File: config.mk
export PLATFORM = sky130hd
export DESIGN_NAME = ppmi_log
export DESIGN_NICKNAME = d
export VERILOG_FILES = /design/src/rtl/ppmi_pkg.sv /design/src/rtl/ppmi_log.sv
export SDC_FILE = /design/constraint.sdc
export NUM_CORES = 2
export LEC_CHECK = 0
export BUFFER_PORTS_ARGS = -buffer_cell sky130_fd_sc_hd__clkbuf_2
export CORE_ASPECT_RATIO = 0.75
export CORE_MARGIN = 3
export CORE_UTILIZATION = 60
export CTS_BUF_LIST = sky130_fd_sc_hd__clkbuf_4 sky130_fd_sc_hd__clkbuf_8
export DETAILED_ROUTE_END_ITERATION = 6
export PLACE_DENSITY = 0.77
export REMOVE_ABC_BUFFERS = 1
export SYNTH_ARGS = -nofsm -noshare
export SYNTH_HDL_FRONTEND = slang
export SYNTH_SLANG_ARGS = --single-unit
export TNS_END_PERCENT = 10
File: constraint.sdc
create_clock -name clk -period 8.25 [get_ports clk]
set_input_delay 0 -clock clk [delete_from_list [all_inputs] [get_ports clk]]
set_output_delay 0 -clock clk [all_outputs]
set_load 0.02 [all_outputs]
File: src/rtl/ppmi_pkg.sv
// Shared constants and types for the PPMI matrix transform block.
package ppmi_pkg;

  localparam int MAX_N         = 64;
  localparam int IDX_W         = $clog2(MAX_N);
  localparam int CELL_ADDR_W   = 2 * IDX_W;
  localparam int CELL_W        = 16;
  localparam int ROW_SUM_W     = CELL_W + IDX_W;
  localparam int GRAND_W       = CELL_W + 2 * IDX_W;
  localparam int PROD_W        = 2 * ROW_SUM_W;
  localparam int OUT_W         = 16;
  localparam int OUT_FRAC_BITS = 11;
  localparam int LOG_FRAC      = 28;
  localparam int Y_FRAC        = 30;
  localparam int K_W           = 6;
  localparam int L_W           = K_W + LOG_FRAC;
  localparam int LN2_W         = 30;
  localparam logic [LN2_W-1:0] LN2_Q30 = 30'd744261117;
  localparam int OUT_SHIFT     = LOG_FRAC + Y_FRAC - OUT_FRAC_BITS;

  localparam logic [1:0] ACT_WRITE = 2'd0;
  localparam logic [1:0] ACT_READ  = 2'd1;
  localparam logic [1:0] ACT_CLEAR = 2'd2;

  typedef struct packed {
    logic                   rd;
    logic                   wr;
    logic [CELL_ADDR_W-1:0] cell_addr;
    logic [IDX_W-1:0]       row_addr;
    logic [IDX_W-1:0]       col_addr;
    logic [CELL_W-1:0]      cell_wdata;
    logic [ROW_SUM_W-1:0]   row_wdata;
    logic [ROW_SUM_W-1:0]   col_wdata;
  } mem_req_t;

endpackage

File: src/rtl/ppmi_log.sv
// Iterative unit for clamped ln(num/den) in fixed point.
module ppmi_log (
  input  logic                        clk,
  input  logic                        rst,
  input  logic                        start,
  input  logic [ppmi_pkg::PROD_W-1:0] num,
  input  logic [ppmi_pkg::PROD_W-1:0] den,
  output logic                        done,
  output logic [ppmi_pkg::OUT_W-1:0]  result
);
  import ppmi_pkg::*;

  typedef enum logic [2:0] {
    S_IDLE, S_NORM, S_DIV, S_SQ_MUL, S_SQ_CHK, S_LN_MUL, S_LN_ADD
  } state_t;

  localparam int HALF_W = L_W / 2;

  state_t                    state;
  logic [PROD_W-1:0]         num_r;
  logic [PROD_W-1:0]         d;
  logic [PROD_W-1:0]         rem;
  logic [K_W-1:0]            k;
  logic [Y_FRAC-1:0]         frac;
  logic [4:0]                cnt;
  logic [Y_FRAC:0]           y;
  logic [2*Y_FRAC+1:0]       sq;
  logic [LOG_FRAC-1:0]       l2;
  logic [L_W-HALF_W+LN2_W-1:0] p_hi;
  logic [HALF_W+LN2_W-1:0]   p_lo;

  logic [PROD_W:0]    d_dbl;
  logic [PROD_W:0]    rem_s;
  logic               take;
  logic [Y_FRAC-1:0]  frac_next;
  logic [Y_FRAC+1:0]  sq_top;
  logic [L_W-1:0]     l_full;
  logic [63:0]        prod;
  logic [63:0]        shifted;

  always_comb begin
    d_dbl     = {d, 1'b0};
    rem_s     = {rem, 1'b0};
    take      = rem_s >= {1'b0, d};
    frac_next = {frac[Y_FRAC-2:0], take};
    sq_top    = sq[2*Y_FRAC+1:Y_FRAC];
    l_full    = {k, l2};
    prod      = (64'(p_hi) << HALF_W) + 64'(p_lo);
    shifted   = prod >> OUT_SHIFT;
  end

  always_ff @(posedge clk) begin
    if (rst) begin
      state <= S_IDLE;
      done  <= 1'b0;
    end else begin
      done <= (state == S_LN_ADD);
      case (state)
        S_IDLE: begin
          if (start) begin
            num_r <= num;
            d     <= den;
            k     <= '0;
            state <= S_NORM;
          end
        end
        S_NORM: begin
          // Align the divisor so that the quotient lies in [1,2).
          if (d_dbl <= {1'b0, num_r}) begin
            d <= d_dbl[PROD_W-1:0];
            k <= k + 1'b1;
          end else begin
            rem   <= num_r - d;
            cnt   <= '0;
            state <= S_DIV;
          end
        end
        S_DIV: begin
          rem  <= take ? PROD_W'(rem_s - {1'b0, d}) : rem_s[PROD_W-1:0];
          frac <= frac_next;
          if (cnt == 5'(Y_FRAC - 1)) begin
            y     <= {1'b1, frac_next};
            cnt   <= '0;
            state <= S_SQ_MUL;
          end else begin
            cnt <= cnt + 1'b1;
          end
        end
        S_SQ_MUL: begin
          sq    <= y * y;
          state <= S_SQ_CHK;
        end
        S_SQ_CHK: begin
          // A square at or above 2.0 yields a one bit and is halved.
          y   <= sq_top[Y_FRAC+1] ? sq_top[Y_FRAC+1:1] : sq_top[Y_FRAC:0];
          l2  <= {l2[LOG_FRAC-2:0], sq_top[Y_FRAC+1]};
          cnt <= cnt + 1'b1;
          if (cnt == 5'(LOG_FRAC - 1)) state <= S_LN_MUL;
          else state <= S_SQ_MUL;
        end
        S_LN_MUL: begin
          p_hi  <= l_full[L_W-1:HALF_W] * LN2_Q30;
          p_lo  <= l_full[HALF_W-1:0] * LN2_Q30;
          state <= S_LN_ADD;
        end
        S_LN_ADD: begin
          result <= (|shifted[63:OUT_W]) ? {OUT_W{1'b1}} : shifted[OUT_W-1:0];
          state  <= S_IDLE;
        end
        default: state <= S_IDLE;
      endcase
    end
  end

endmodule

After elaboration in Yosys (flattened, before gate mapping)
Index checks and enable logic that the tools add are counted.
Word-level totals
  ROM bits: 0
  logic and storage cells: 73
  memory bits (writable): 0
  bits in latches: 0
  flip-flop bits (word level): 407
  memories kept: 0
Operators by class
  eq/ne operators: 12
  $mul: 3
  divide/modulo/power cells: 0
  shift-type cells: 0
  muxes and demuxes: 20
  add/subtract/negate cells: 5
  bitwise logic cells: 1
  reduce and logical (&&, ||, !) cells: 16
  $lt $le $gt $ge: 2
Operators by type and width (number)
  two-way mux 44 bit: 4
  case mux 44 bit (2 select lines): 2
  multiplier 17 x 30 -> 47 bit (second input constant): 2
  subtractor 44 bit: 2
  adder 64 x 47 -> 64 bit: 1
  multiplier 31 x 31 -> 62 bit: 1
  two-way mux 31 bit: 2
  case mux 31 bit (2 select lines): 1
  greater-or-equal comparator 45 x 44 -> 1 bit: 1
  <= comparator 45 x 44 -> 1 bit: 1
  case mux 3 bit (6 select lines): 1
  case mux 5 bit (3 select lines): 1
  AND reduction 3 bit: 5
  two-way mux 3 bit: 4
  two-way mux 6 bit: 2
  case mux 6 bit (2 select lines): 1
  equality test 5 bit (second input constant): 2
  two-way mux 5 bit: 2
  AND reduction 2 bit: 5
  equality test 3 bit (second input constant): 3
  inequality test 2 bit (second input constant): 4
  adder 6 x 1 -> 6 bit (second input constant): 1
  equality test 3 x 2 -> 1 bit (second input constant): 2
  nonzero test 2 bit: 3
  6 further kinds: 6

Logic depth before layout (Yosys ltp)
  word-level depth: 3
  gate-level depth with buffers: 30
  mapped depth without buffers: 28

Worst setup path before layout
No wires, ideal clock.
  path kind: flip-flop to flip-flop
  start point: register y[12]
  end point: register sq[58], data pin
  setup slack: 900 ps
  arrival: 7092 ps
  clock period less this slack: 7350 ps
  path buffers: 2
  stages on the path, launching flop included: 27
  cells stage by stage: edfxtp_1 -> clkbuf_1 -> clkbuf_1 -> nand2_1 -> fa_1 -> inv_1 -> fa_1 -> inv_1 -> fa_1 -> fa_1 -> inv_1 -> fa_1 -> fa_1 -> fa_1 -> fa_1 -> ha_1 -> nand3_1 -> or3_1 -> nor3_1 -> o41ai_1 -> o211ai_1 -> and3_1 -> o21ai_2 -> a211o_1 -> o21ai_1 -> a21oi_1 -> xnor2_1
On the way
  longest elaborated chain between the ends: 1
Ends and longest elaborated chain
  start: declaration: RTL line ppmi_log.sv:26  | logic [Y_FRAC:0] y;
  start signal: assignment: RTL line ppmi_log.sv:82  | y <= {1'b1, frac_next};
  start signal: assignment: RTL line ppmi_log.sv:95  | y <= sq_top[Y_FRAC+1] ? sq_top[Y_FRAC+1:1] : sq_top[Y_FRAC:0];
  multiplier 31 x 31 -> 62 bit: RTL line ppmi_log.sv:90  | sq <= y * y;
  end signal: assignment: RTL line ppmi_log.sv:90
  end: declaration: RTL line ppmi_log.sv:27  | logic [2*Y_FRAC+1:0] sq;
No other way between the ends.
A chain may end at the register's enable or synchronous reset.

Final worst setup path
  start point: register y[6]
  end point: register sq[61], data pin
The elaborated chain is that of the path after synthesis.

==> impl_metrics.ini <==
[cells_and_area]
drive_gt1_share_pct = 6.29
areaGrowthSynthToFinish_pct = 8.52
diodes = 0
fin_area_um2 = 67300
instances_no_fill = 7842
finish.net_count = 8431
utilization_pct = 66.1

[floorplanning]
die_w_um = 377
start_util_pct = 60.9
io_pins = 108
die_area_um2 = 107000
design.core.area_um2 = 102000
rows = 101
die_h_um = 284

[setup_path]
cp-start-kind = flop
crit_path_max_fanout = 11
slowest_stage = fa_1
crit_family = adder cells
critical_path_class = reg2reg
worstPathArrival_ns = 8.42
crit_required_ns = 8.70
crit_buf_inv = 4
end_kind = flop
max_stage_delay_ns = 0.59
path_common_cell = fa_1
cp-startpoint = y[6]
r2r_start = y[6]

[grt]
antenna_found_initial = 1
grt_pass1_wl_um = 257000
gr-total-overflow = 0
grt_pass1_vias = 47100
grt_max_degree = 93
grt_usage_pct = 30.7

[place]
place_area_um2 = 64400
hpwlAfterDp_um = 130000
io_buffers = 107
finalWeightedCongestion = 1.02
dp.cells = 7568

[logic_synthesis]
synth.distinct_cells = 93
synth-simple-area-share_pct = 8.63
synth.yosys.warnings = 0
ys_async_sr_fraction_pct = 0
synth-compound-area-share_pct = 8.51
synth_top_family_by_area = adder cells
synth.mux.area_fraction_pct = 0.696
synth_ff_type = edfxtp_1
synth_edf_count = 356
synthXorXnorAreaFrac_pct = 3.16
syn-cell-area_um2 = 62000
syn_inst = 6186
syn_avg_cell_area_um2 = 10.0
ys_ff_latch = 360
synth-adder-area-share_pct = 51.2
ys_seq_area_share_pct = 17.4

[route]
viasPerCell = 5.66
wl_per_cell_um = 20.3
drc_errors = 1
wl_met1_um = 69400
wl_met3_um = 21200
top_layer = met4
first_pass_iters = 7
dr_total_vias = 44400
drt-total-wl_um = 160000
drt_iter0_markers = 4086
drtAntennaViolNets = 0
met2_length_um = 65800

[cts]
cts_buffer_depth = 3
htree_levels = 2
clkSinkCount = 360
cts.clk_slew.worst_paths_ns = 0.07
cts_tree = yes
cts_root_buf = clkbuf_8
cts_inserted_buffers = 59
clock_latency_ns = 0.74

[sta]
fin_crit_ns = 7.97
setup_viol = 0
drv_slew = 0
skew_ns = 0.0481
fmax_mhz = 125
slew_headroom_pct = 19.8
tightest_slew_ns = 1.20
final.period_utilization_pct = 96.6
hold_violations = 0
rsz0062_at_grt = yes

[outcome]
status = finished with violations
failed_checks = DRC

[worst_hold_path]
min_from = den[42]
hp-class = in2reg

[job]
cap_violations = 0
[cells in the final DEF, fill, tap and decap left out, drive strengths merged, types with 48 or more instances in the layout]
cell / n
nand4: 50
xor2: 97
a21o: 138
nand3: 48
ha: 791
o21ai: 173
xnor2: 127
a21oi: 298
buf: 130
clkbuf: 182
nor2: 219
edfxtp: 356
inv: 1565
nand2: 453
dlygate4sd3: 134
and2: 198
fa: 1091
[sequential cells by signal, indices dropped and copies added, names as in the netlist]
register / cells
p_lo: 30
sq: 32
num_r: 44
p_hi: 47
result: 16
k: 6
y: 31
d: 44
frac: 29
cnt: 5
state: 3
done: 1
l2: 28
rem: 44
[path summary, 6_finish.rpt]
| kind | end | slack [ns] | cells past startpoint |
|---|---|---|---|
| setup / recovery | sq[61] | 0.28 | 25 |
| hold / removal | d[42] | 0.1 | 4 |
| setup reg to reg | sq[61] | 0.28 | 25 |
| hold reg to reg | frac[6] | 0.43 | 0 |
[metal layers]
layer  track usage, %  vias to the layer above
met1             45.9                    22000
met5                0                        -
met2             43.0                     2093
met3             11.1                      253
li1                 -                    20000
met4             5.86                        0
[stage by stage]
| step | setup TNS (ns) | hold WS, ns | worst slack, ns |
|---|---|---|---|
| after floorplan | 0 | 0.0724 | 0.866 |
| after global placement | 0 | 0.176 | 0.372 |
| after detailed placement | 0 | 0.179 | 0.191 |
| after CTS | 0 | 0.0201 | 0.106 |
| after global routing | -0.0297 | 0.0855 | -0.0297 |
| final | 0 | 0.0979 | 0.280 |
[synth_stat cells, drive strengths merged (3+ instances only)]
cell | count | area share [%]
o21ai | 173 | 1.4
nand2b | 30 | 0.30
ha | 791 | 16
or3 | 7 | 0.071
nor2 | 219 | 1.3
or2 | 11 | 0.11
o31a | 3 | 0.042
a221o | 3 | 0.048
nor2b | 32 | 0.32
nor3 | 28 | 0.23
a21boi | 7 | 0.091
mux2i | 42 | 0.68
a41oi | 3 | 0.067
a41o | 3 | 0.048
o21a | 22 | 0.27
xor2 | 97 | 1.4
a31o | 10 | 0.14
a211o | 4 | 0.056
a21o | 138 | 1.7
o21bai | 27 | 0.33
nand2 | 453 | 2.7
a2111oi | 5 | 0.11
o211ai | 11 | 0.14
o31ai | 9 | 0.13
o2111ai | 5 | 0.071
edfxtp | 356 | 17
nand4 | 50 | 0.50
clkbuf | 138 | 0.83
a31oi | 25 | 0.29
a221oi | 6 | 0.095
nand3 | 48 | 0.39
dfxtp | 4 | 0.13
and2 | 198 | 2.0
nor4 | 8 | 0.081
o41ai | 6 | 0.14
buf | 22 | 0.20
and3 | 34 | 0.35
a21oi | 298 | 2.5
fa | 1091 | 35
xnor2 | 127 | 1.8
a211oi | 45 | 0.56
and4 | 7 | 0.099
inv | 1562 | 9.5
[cells by family (layout without fill, tap and decap cells)]
group | Yosys count | after routing
AOI/OAI and AO/OA | 822 | 822
xor gates and xnor gates | 224 | 224
adders and majority gates | 1882 | 1882
buffers and inverters | 1722 | 2039
DFF | 360 | 360
muxes | 43 | 43
and+or+nand+nor | 1133 | 1133
[tightest hold or removal path: cells and delay by family]
family | cells | cell delay (ns)
AOI/OAI and AO/OA | 1 | 0.06
buffers and inverters | 2 | 0.62
and+or+nand+nor | 1 | 0.04
[final cells by class]
class                      count  area [um2]
fill                        7860       34500
tap                         1339        1680
sequential                   360       10800
inverter                    1562        5860
multi-input combinational   4104       44800
timing repair buffer         371        3010
clock buffer                  75         932
clock inverter                31         238
[what timing repair did]
action	in CTS	in global routing
hold buffers	134	0
hold endpoints to repair	97	0
resized for setup	0	7
setup endpoints to repair	0	15
buffers inserted	0	34
Power is left out: the tool's default activity adds up to more than one toggle a clock period on the data nets, which glitch-free logic cannot reach.
